<file path="src/hdl/cdm_pkg.sv">
// Shared types and constants for the color difference matrix.
package cdm_pkg;

  // Matrix mode codes (codes six and seven fall back to pass-through)
  localparam logic [2:0] MODE_YDZDX     = 3'd0;
  localparam logic [2:0] MODE_BT2020    = 3'd1;
  localparam logic [2:0] MODE_BT709     = 3'd2;
  localparam logic [2:0] MODE_YDZDX_100 = 3'd3;
  localparam logic [2:0] MODE_YDZDX_500 = 3'd4;
  localparam logic [2:0] MODE_PASS      = 3'd5;

  // Configuration register indexes
  localparam int unsigned CFG_IDX_W = 2;
  localparam logic [CFG_IDX_W-1:0] REG_MATRIX_MODE = 2'd0;
  localparam logic [CFG_IDX_W-1:0] REG_HALF_OFFSET = 2'd1;
  localparam logic [CFG_IDX_W-1:0] REG_MAX_CODE    = 2'd2;
  localparam logic [CFG_IDX_W-1:0] REG_MIN_CODE    = 2'd3;

  localparam int unsigned FIELD_W = 16;

  // Reset values of the registers
  localparam logic [2:0]         RST_MATRIX_MODE = MODE_YDZDX;
  localparam logic [FIELD_W-1:0] RST_HALF_OFFSET = 16'd2048;
  localparam logic [FIELD_W-1:0] RST_MAX_CODE    = 16'd4095;
  localparam logic [FIELD_W-1:0] RST_MIN_CODE    = 16'd0;

  // Q16 rounding constant
  localparam logic [15:0] Q16_HALF = 16'd32768;

  // BT.2020 weights and reciprocals, Q16
  localparam logic [15:0] C2020_R  = 16'd17216;
  localparam logic [15:0] C2020_G  = 16'd44433;
  localparam logic [15:0] C2020_B  = 16'd3886;
  localparam logic [15:0] C2020_RZ = 16'd34834;
  localparam logic [15:0] C2020_RX = 16'd44443;
  // BT.709 weights and reciprocals, Q16
  localparam logic [15:0] C709_R   = 16'd13933;
  localparam logic [15:0] C709_G   = 16'd46871;
  localparam logic [15:0] C709_B   = 16'd4732;
  localparam logic [15:0] C709_RZ  = 16'd35318;
  localparam logic [15:0] C709_RX  = 16'd41615;
  // YDzDx weights, Q16: Dz = Q*B - G/2, Dx = R/2 - S*G
  localparam logic [15:0] W_HALF   = 16'd32768;
  localparam logic [15:0] W100_Q   = 16'd32225;
  localparam logic [15:0] W100_S   = 16'd32437;
  localparam logic [15:0] W500_Q   = 16'd32335;
  localparam logic [15:0] W500_S   = 16'd32507;

  // Datapath flavor carried down the pipeline
  typedef enum logic [1:0] {
    KIND_DIFF,
    KIND_STD,
    KIND_PASS
  } kind_t;

endpackage

</file>
<file path="src/hdl/color_difference_matrix.sv">
// Color difference matrix: G,B,R sample triple in, Y,Dz,Dx out, five-stage pipeline.
//
//  channel | dir | handshake                  | payload
//  --------+-----+----------------------------+-----------------------------------------
//  in_     | in  | in_tvalid / in_tready      | in_tdata:  green_in, blue_in, red_in
//  out_    | out | out_tvalid / out_tready    | out_tdata: luma_out, dz_out, dx_out
//  cfg_    | in  | cfg_valid / cfg_ready      | cfg_index, cfg_data (always ready)
//
// One item per clock sustained while out_tready stays high; each item passes five
// registered stages (input products, luma/difference sums, reciprocal multiply,
// round/truncate, offset and clamp into the output register).
// rst_n is synchronous and clears the valid bits and the configuration registers.
// A stall on out_tready holds each stage that is full and whose successor is full;
// empty stages keep filling, so in_tready drops only once the pipe is packed.
module color_difference_matrix #(
  parameter int unsigned SAMPLE_WIDTH = 16   // 8..16, low bits of each field used
) (
  input  logic                            clk,
  input  logic                            rst_n,
  // input samples
  input  logic                            in_tvalid,
  output logic                            in_tready,
  input  logic [3*cdm_pkg::FIELD_W-1:0]   in_tdata,   // green_in, blue_in, red_in
  // results
  output logic                            out_tvalid,
  input  logic                            out_tready,
  output logic [3*cdm_pkg::FIELD_W-1:0]   out_tdata,  // luma_out, dz_out, dx_out
  // configuration writes
  input  logic                            cfg_valid,
  output logic                            cfg_ready,
  input  logic [cdm_pkg::CFG_IDX_W-1:0]   cfg_index,
  input  logic [cdm_pkg::FIELD_W-1:0]     cfg_data
);

  localparam int unsigned SW   = SAMPLE_WIDTH;
  localparam int unsigned FW   = cdm_pkg::FIELD_W;
  localparam int unsigned PW   = SW + 16;        // weight * sample product
  localparam int unsigned DIFW = PW + 1;         // signed Q16 difference
  localparam int unsigned PRW  = DIFW + 17;      // difference * reciprocal
  localparam int unsigned DW   = SW + 2;         // signed difference before offset
  localparam int unsigned AW   = ((DW > FW + 1) ? DW : FW + 1) + 1; // offset/clamp width

  localparam logic signed [PRW-1:0] RND32 = PRW'(64'h0000_0000_8000_0000);
  localparam logic signed [PRW-1:0] MSK32 = PRW'(64'h0000_0000_FFFF_FFFF);
  localparam logic signed [PRW-1:0] MSK16 = PRW'(64'h0000_0000_0000_FFFF);

  // ---------------------------------------------------------------------------
  // Configuration registers
  // ---------------------------------------------------------------------------
  logic [2:0]    matrix_mode_r;
  logic [FW-1:0] half_offset_r;
  logic [FW-1:0] max_code_r;
  logic [FW-1:0] min_code_r;

  assign cfg_ready = 1'b1;

  always_ff @(posedge clk) begin
    if (!rst_n) begin
      matrix_mode_r <= cdm_pkg::RST_MATRIX_MODE;
      half_offset_r <= cdm_pkg::RST_HALF_OFFSET;
      max_code_r    <= cdm_pkg::RST_MAX_CODE;
      min_code_r    <= cdm_pkg::RST_MIN_CODE;
    end else if (cfg_valid) begin
      case (cfg_index)
        cdm_pkg::REG_MATRIX_MODE: matrix_mode_r <= cfg_data[2:0];
        cdm_pkg::REG_HALF_OFFSET: half_offset_r <= cfg_data;
        cdm_pkg::REG_MAX_CODE:    max_code_r    <= cfg_data;
        cdm_pkg::REG_MIN_CODE:    min_code_r    <= cfg_data;
        default: ;
      endcase
    end
  end

  // ---------------------------------------------------------------------------
  // Flow control: a stage loads when it is empty or its successor moves on
  // ---------------------------------------------------------------------------
  logic v1_r, v2_r, v3_r, v4_r, v5_r;
  logic rdy1, rdy2, rdy3, rdy4, rdy5;

  assign rdy5      = !v5_r || out_tready;
  assign rdy4      = !v4_r || rdy5;
  assign rdy3      = !v3_r || rdy4;
  assign rdy2      = !v2_r || rdy3;
  assign rdy1      = !v1_r || rdy2;
  assign in_tready = rdy1;

  always_ff @(posedge clk) begin
    if (!rst_n) begin
      v1_r <= 1'b0;
      v2_r <= 1'b0;
      v3_r <= 1'b0;
      v4_r <= 1'b0;
      v5_r <= 1'b0;
    end else begin
      if (rdy1) v1_r <= in_tvalid;
      if (rdy2) v2_r <= v1_r;
      if (rdy3) v3_r <= v2_r;
      if (rdy4) v4_r <= v3_r;
      if (rdy5) v5_r <= v4_r;
    end
  end

  // ---------------------------------------------------------------------------
  // Stage 1: pick weights by mode, three sample products
  // Std matrices: products are wr*R, wg*G, wb*B.
  // YDzDx: Q*B, S*G and R/2 (G/2 is a shift, done in stage 2).
  // ---------------------------------------------------------------------------
  logic [SW-1:0] g_in, b_in, r_in;
  logic [15:0]   cb, cg, cr, rz_sel, rx_sel;
  cdm_pkg::kind_t kind_sel;

  assign g_in = in_tdata[SW-1:0];
  assign b_in = in_tdata[FW+SW-1:FW];
  assign r_in = in_tdata[2*FW+SW-1:2*FW];

  always_comb begin
    kind_sel = cdm_pkg::KIND_PASS;
    cb       = '0;
    cg       = '0;
    cr       = '0;
    rz_sel   = '0;
    rx_sel   = '0;
    case (matrix_mode_r)
      cdm_pkg::MODE_YDZDX: begin
        kind_sel = cdm_pkg::KIND_DIFF;
        cb = cdm_pkg::W_HALF;
        cg = cdm_pkg::W_HALF;
        cr = cdm_pkg::W_HALF;
      end
      cdm_pkg::MODE_BT2020: begin
        kind_sel = cdm_pkg::KIND_STD;
        cb = cdm_pkg::C2020_B;
        cg = cdm_pkg::C2020_G;
        cr = cdm_pkg::C2020_R;
        rz_sel = cdm_pkg::C2020_RZ;
        rx_sel = cdm_pkg::C2020_RX;
      end
      cdm_pkg::MODE_BT709: begin
        kind_sel = cdm_pkg::KIND_STD;
        cb = cdm_pkg::C709_B;
        cg = cdm_pkg::C709_G;
        cr = cdm_pkg::C709_R;
        rz_sel = cdm_pkg::C709_RZ;
        rx_sel = cdm_pkg::C709_RX;
      end
      cdm_pkg::MODE_YDZDX_100: begin
        kind_sel = cdm_pkg::KIND_DIFF;
        cb = cdm_pkg::W100_Q;
        cg = cdm_pkg::W100_S;
        cr = cdm_pkg::W_HALF;
      end
      cdm_pkg::MODE_YDZDX_500: begin
        kind_sel = cdm_pkg::KIND_DIFF;
        cb = cdm_pkg::W500_Q;
        cg = cdm_pkg::W500_S;
        cr = cdm_pkg::W_HALF;
      end
      default: kind_sel = cdm_pkg::KIND_PASS;  // pass-through and unused codes
    endcase
  end

  cdm_pkg::kind_t kind1_r;
  logic [SW-1:0]  g1_r, b1_r, r1_r;
  logic [PW-1:0]  mb1_r, mg1_r, mr1_r;
  logic [15:0]    rz1_r, rx1_r;

  always_ff @(posedge clk) begin
    if (rdy1) begin
      kind1_r <= kind_sel;
      g1_r    <= g_in;
      b1_r    <= b_in;
      r1_r    <= r_in;
      mb1_r   <= PW'(cb) * PW'(b_in);
      mg1_r   <= PW'(cg) * PW'(g_in);
      mr1_r   <= PW'(cr) * PW'(r_in);
      rz1_r   <= rz_sel;
      rx1_r   <= rx_sel;
    end
  end

  // ---------------------------------------------------------------------------
  // Stage 2: luma sum t and the two Q16 differences
  // ---------------------------------------------------------------------------
  logic [PW-1:0]          t_sum;
  logic [SW-1:0]          y_nxt2;
  logic signed [DIFW-1:0] dz_nxt2, dx_nxt2;

  always_comb begin
    t_sum   = mr1_r + mg1_r + mb1_r + PW'(cdm_pkg::Q16_HALF);
    y_nxt2  = g1_r;
    dz_nxt2 = '0;
    dx_nxt2 = '0;
    case (kind1_r)
      cdm_pkg::KIND_STD: begin
        y_nxt2  = t_sum[PW-1:16];
        dz_nxt2 = $signed({1'b0, b1_r, 16'd0}) - $signed({1'b0, t_sum});
        dx_nxt2 = $signed({1'b0, r1_r, 16'd0}) - $signed({1'b0, t_sum});
      end
      cdm_pkg::KIND_DIFF: begin
        dz_nxt2 = $signed({1'b0, mb1_r}) - $signed({2'b00, g1_r, 15'd0})
                  + $signed(DIFW'(cdm_pkg::Q16_HALF));
        dx_nxt2 = $signed({1'b0, mr1_r}) - $signed({1'b0, mg1_r})
                  + $signed(DIFW'(cdm_pkg::Q16_HALF));
      end
      default: ;
    endcase
  end

  cdm_pkg::kind_t         kind2_r;
  logic [SW-1:0]          y2_r, b2_r, r2_r;
  logic signed [DIFW-1:0] dz2_r, dx2_r;
  logic [15:0]            rz2_r, rx2_r;

  always_ff @(posedge clk) begin
    if (rdy2) begin
      kind2_r <= kind1_r;
      y2_r    <= y_nxt2;
      b2_r    <= b1_r;
      r2_r    <= r1_r;
      dz2_r   <= dz_nxt2;
      dx2_r   <= dx_nxt2;
      rz2_r   <= rz1_r;
      rx2_r   <= rx1_r;
    end
  end

  // ---------------------------------------------------------------------------
  // Stage 3: reciprocal multiply for the standard matrices (Q32)
  // ---------------------------------------------------------------------------
  logic signed [PRW-1:0] pz_nxt3, px_nxt3;

  always_comb begin
    if (kind2_r == cdm_pkg::KIND_STD) begin
      pz_nxt3 = PRW'(dz2_r) * PRW'($signed({1'b0, rz2_r}));
      px_nxt3 = PRW'(dx2_r) * PRW'($signed({1'b0, rx2_r}));
    end else begin
      pz_nxt3 = {{(PRW-DIFW){dz2_r[DIFW-1]}}, dz2_r};
      px_nxt3 = {{(PRW-DIFW){dx2_r[DIFW-1]}}, dx2_r};
    end
  end

  cdm_pkg::kind_t        kind3_r;
  logic [SW-1:0]         y3_r, b3_r, r3_r;
  logic signed [PRW-1:0] pz3_r, px3_r;

  always_ff @(posedge clk) begin
    if (rdy3) begin
      kind3_r <= kind2_r;
      y3_r    <= y2_r;
      b3_r    <= b2_r;
      r3_r    <= r2_r;
      pz3_r   <= pz_nxt3;
      px3_r   <= px_nxt3;
    end
  end

  // ---------------------------------------------------------------------------
  // Stage 4: round, then truncate toward zero
  // Q32 for standard matrices (rounding term added here), Q16 for YDzDx
  // (its rounding term went in at stage 2).
  // ---------------------------------------------------------------------------
  function automatic logic signed [DW-1:0] rnd_trunc(input logic signed [PRW-1:0] v,
                                                      input logic is_q32);
    logic signed [PRW-1:0] w;
    logic signed [PRW-1:0] q;
    if (is_q32) begin
      w = v + RND32;
      w = w[PRW-1] ? w + MSK32 : w;
      q = w >>> 32;
    end else begin
      w = v[PRW-1] ? v + MSK16 : v;
      q = w >>> 16;
    end
    return q[DW-1:0];
  endfunction

  logic signed [DW-1:0] dz_nxt4, dx_nxt4;

  always_comb begin
    case (kind3_r)
      cdm_pkg::KIND_STD: begin
        dz_nxt4 = rnd_trunc(pz3_r, 1'b1);
        dx_nxt4 = rnd_trunc(px3_r, 1'b1);
      end
      cdm_pkg::KIND_DIFF: begin
        dz_nxt4 = rnd_trunc(pz3_r, 1'b0);
        dx_nxt4 = rnd_trunc(px3_r, 1'b0);
      end
      default: begin
        dz_nxt4 = $signed({{(DW-SW){1'b0}}, b3_r});
        dx_nxt4 = $signed({{(DW-SW){1'b0}}, r3_r});
      end
    endcase
  end

  logic [SW-1:0]        y4_r;
  logic signed [DW-1:0] dz4_r, dx4_r;

  always_ff @(posedge clk) begin
    if (rdy4) begin
      y4_r  <= y3_r;
      dz4_r <= dz_nxt4;
      dx4_r <= dx_nxt4;
    end
  end

  // ---------------------------------------------------------------------------
  // Stage 5: Dz/Dx add half_offset - 1 and clamp; luma only clamps to max_code.
  // Max clamp first, then min, so min_code wins when the limits cross.
  // ---------------------------------------------------------------------------
  function automatic logic [FW-1:0] off_clamp(input logic signed [DW-1:0] d,
                                              input logic [FW-1:0] offs,
                                              input logic [FW-1:0] hi,
                                              input logic [FW-1:0] lo);
    logic signed [AW-1:0] s;
    logic signed [AW-1:0] hi_s;
    logic signed [AW-1:0] lo_s;
    s    = {{(AW-DW){d[DW-1]}}, d} + $signed({{(AW-FW){1'b0}}, offs})
           - $signed(AW'(1));
    hi_s = $signed({{(AW-FW){1'b0}}, hi});
    lo_s = $signed({{(AW-FW){1'b0}}, lo});
    if (s > hi_s) s = hi_s;
    if (s < lo_s) s = lo_s;
    return s[FW-1:0];
  endfunction

  logic [FW-1:0] y_ext;
  logic [FW-1:0] luma_nxt, dz_nxt, dx_nxt;

  assign y_ext    = {{(FW-SW){1'b0}}, y4_r};
  assign luma_nxt = (y_ext > max_code_r) ? max_code_r : y_ext;
  assign dz_nxt   = off_clamp(dz4_r, half_offset_r, max_code_r, min_code_r);
  assign dx_nxt   = off_clamp(dx4_r, half_offset_r, max_code_r, min_code_r);

  logic [FW-1:0] luma5_r, dz5_r, dx5_r;

  always_ff @(posedge clk) begin
    if (rdy5) begin
      luma5_r <= luma_nxt;
      dz5_r   <= dz_nxt;
      dx5_r   <= dx_nxt;
    end
  end

  assign out_tvalid = v5_r;
  assign out_tdata  = {dx5_r, dz5_r, luma5_r};

endmodule
</file>
<file path="config.mk">
export PLATFORM = sky130hd
export DESIGN_NAME = color_difference_matrix
export DESIGN_NICKNAME = d
export VERILOG_FILES = /design/src/hdl/cdm_pkg.sv /design/src/hdl/color_difference_matrix.sv
export SDC_FILE = /design/constraint.sdc
export NUM_CORES = 2
export LEC_CHECK = 0
export BUFFER_PORTS_ARGS = -buffer_cell sky130_fd_sc_hd__buf_2
export CORE_MARGIN = 10
export CORE_UTILIZATION = 30
export CTS_CLUSTER_DIAMETER = 100
export DETAILED_ROUTE_END_ITERATION = 8
export PLACE_DENSITY = 0.5
export SETUP_SLACK_MARGIN = 0.05
export SLEW_MARGIN = 20
export SYNTH_ARGS = -nofsm -noshare
export SYNTH_HDL_FRONTEND = slang
export SYNTH_SLANG_ARGS = --single-unit
</file>
<file path="constraint.sdc">
create_clock -name clk -period 9.7 [get_ports clk]
set_input_delay 0.97 -clock clk [delete_from_list [all_inputs] [get_ports clk]]
set_output_delay 0.97 -clock clk [all_outputs]
set_load 0.01 [all_outputs]
</file>
==> metrics.txt <==
first-pass GRT wire length 368000 um; Seq pwr share 0.171; reg2reg path depth 27; Slew headroom 0.335; total of max-cap violations 0; Crit path required time 10.23 ns; Vias/cell 4.75; effective utilization at floorplan 0.301; final worst-path cycle share 0.907; startpoint types flip-flop; clk_skew 0.0219 ns; H-Tree Depth 3; root buf cell clkbuf_16; Max Transition Viols Final 0; DP Area 86900 um^2; CP arrival 9.33 ns; commonest non-fill, non-tap cell in the layout inv_1; Core Area 273000 um^2; CP Class flip-flop to flip-flop; Die Wd 543 um; Pint 13.8 mW; Worst-Skew Late Latency 0.67 ns; clk buf depth 3; drc violations 0; Worst-path clk slew 0.07 ns; worst r2r src matrix_mode_r[0]$_SDFFE_PN0P_; WL per Instance 19.7 um; Post-Syn Instances 8352; FP Rows 192; pwr/cell area 318 nW/um^2; Hold Buf Count CTS 0; Worst setup EP type flip-flop; Comb power frac 0.735; unrepaired setup endpoints after global routing false; total wire length 237000 um; most frequent cells in the layout inv_1, fa_1, ha_1; sequential fraction of the synthesis area 0.203; Sink Count 574; postcts setup bufs 0; vias in the first global route 61100; Final Setup Violations 0; pin count of the biggest net entering global routing 84; FF-to-FF setup slack 0.90 ns; leakage 43.9 nW; Total GRT Usage 0.160; drt initial violations 3687; setup_tns 0 ns; status finished, final reports clean; Syn Nets 10662; port bufs 120; final hold viol count 0; vias 57235; Slew @ Worst Pin 0.996 ns; Detailed Routing Iterations Pass 1 6; fin area 89300 um^2; Mapped Area 82200 um^2; GPL Wtd Cong 0.919; worst hold path type flip-flop to flip-flop; EDFF count, synth 518; Die Area 295000 um^2; Vert. Die Dim 543 um; Clock Power Share 0.093; Switch Pwr 14.6 mW; post-cts sizing count 0; #FFs+latches synth 574; initial antenna violation count 18; area added between synthesis and finish 8.63%; Max Fclk 114 MHz; Final Power 28.4 mW; Worst IR Drop VDD 0.000480 V; Synth cell types 110; Ports 122; Syn Area/Cell 9.84 um^2; fin crit period 8.80 ns; Overflow after GRT 0; Hold Crit Endpoint b3_r[5]$_DFFE_PP_; hold path depth 0; critical path fanouts, max 21; CTS tree yes; Post-synth ARST share 0; post-detail-place hpwl 205000 um; warnings from Yosys 0; TritonCTS Buffers 66; layout cells sized above 1 0.0506; filler cell count 27966; Worst R2R End mb1_r[29]$_DFFE_PP_; WHS 0.397 ns; worst hold start b2_r[5]$_DFFE_PP_; Primary FF master, synth edfxtp_1; nets 10717; post-route ant nets 0; Net Sw Frac 0.515
state kept, by name, summed over array words and instances (netlist names), 18 cells and up:
signal,flops
px3_r,50
mg1_r,32
dx4_r,18
dx2_r,33
mr1_r,32
pz3_r,50
dz4_r,18
mb1_r,32
dz2_r,33
cell families (layout without fill, tap and decap cells):
group                    count (synthesis)  in the layout  share of synthesized area
other                                    1              3                  0.0000456
buffers and inverters                 2081           2188                     0.0954
AO/OA/AOI/OAI                         1259           1259                     0.0982
XOR/XNOR                               405            405                     0.0432
AND/OR/NAND/NOR                       1696           1696                      0.101
adder cells (fa/ha/maj)               2240           2240                      0.446
multiplexers                            96             96                     0.0129
flip-flops                             574            574                      0.203
metrics by stage:
step	utilization	std cells	setup WS, ns
3_3_place_gp	0.318	11927	1.16
6_report	0.327	12050	0.902
2_1_floorplan	-	8352	1.94
4_1_cts	0.327	12047	0.973
5_1_grt	0.327	12048	0.384
3_5_place_dp	0.318	11927	0.982
synthesized netlist by cell type (61+ instances only):
master	instances	area (um^2)
a21o_1	174	1310
inv_1	1904	7150
ha_1	1090	13600
xnor2_1	247	2160
nor2_1	271	1020
nor2b_1	61	382
edfxtp_1	518	15600
and2_1	269	1680
nand3_1	86	430
a21oi_1	322	1610
and3_1	64	400
nand2_1	645	2420
clkbuf_1	156	586
o21ai_0	312	1560
xor2_1	158	1380
mux2_2	74	833
fa_1	1149	23000
worst max-delay path, cell delays in order (launching register included):
cell      delay, ns
dfxtp_1        0.42
nor2_1         0.43
and2_1         0.72
or2_2          0.50
and2_1         0.31
fa_1           0.43
inv_1          0.10
fa_1           0.41
fa_1           0.51
fa_1           0.55
inv_1          0.06
fa_1           0.47
inv_1          0.05
fa_1           0.48
inv_1          0.04
ha_1           0.34
a21o_1         0.22
a21o_1         0.18
a21oi_1        0.15
nor2b_1        0.06
a311o_1        0.34
a21oi_1        0.28
o31ai_1        0.18
o41a_1         0.38
a211oi_1       0.34
nor3_1         0.16
or4_1          0.42
nand4_1        0.10
power groups by stage:
stage	sequential, mW	clock (mW)	combinational, mW
after floorplan	4.32	0	15.2
final	4.87	2.65	20.9
after global routing	4.95	2.84	23.2
after detailed placement	4.93	0	20.6
after global placement	4.92	0	20.4
after CTS	4.88	2.74	20.8
final cells by class:
| class | instances | area, um^2 | area share |
|---|---|---|---|
| Multi-Input combinational cell | 5697 | 57700 | 0.647 |
| Sequential cell | 574 | 16700 | 0.187 |
| Inverter | 1906 | 7160 | 0.0802 |
| Tap cell | 3589 | 4490 | 0.0503 |
| Clock buffer | 80 | 1770 | 0.0198 |
| Timing Repair Buffer | 162 | 923 | 0.0103 |
| Clock inverter | 40 | 524 | 0.00587 |
| Antenna cell | 2 | 5.00 | 0.0000561 |
worst max path at each step:
stage | from | endpoint | slack, ns | depth (start not counted)
2_1_floorplan | matrix_mode_r[0]$_SDFFE_PN0P_ | mb1_r[29]$_DFFE_PP_ | 1.94 | 30
3_3_place_gp | matrix_mode_r[0]$_SDFFE_PN0P_ | mb1_r[29]$_DFFE_PP_ | 1.16 | 27
3_5_place_dp | matrix_mode_r[0]$_SDFFE_PN0P_ | mb1_r[29]$_DFFE_PP_ | 0.98 | 27
4_1_cts | matrix_mode_r[0]$_SDFFE_PN0P_ | mb1_r[29]$_DFFE_PP_ | 0.97 | 27
5_1_grt | matrix_mode_r[0]$_SDFFE_PN0P_ | mb1_r[29]$_DFFE_PP_ | 0.38 | 27
6_report | matrix_mode_r[0]$_SDFFE_PN0P_ | mb1_r[29]$_DFFE_PP_ | 0.90 | 27
metal layers:
metal	global-route usage	routed length, um	vias up	share of wire
met5	0	22	-	0.000093
met4	0.0384	6130	4	0.026
met3	0.0214	11500	261	0.049
met2	0.256	105000	1346	0.44
met1	0.229	114000	28467	0.48
li1	-	-	27157	-
No activity file was read; power rests on OpenSTA's default activity.
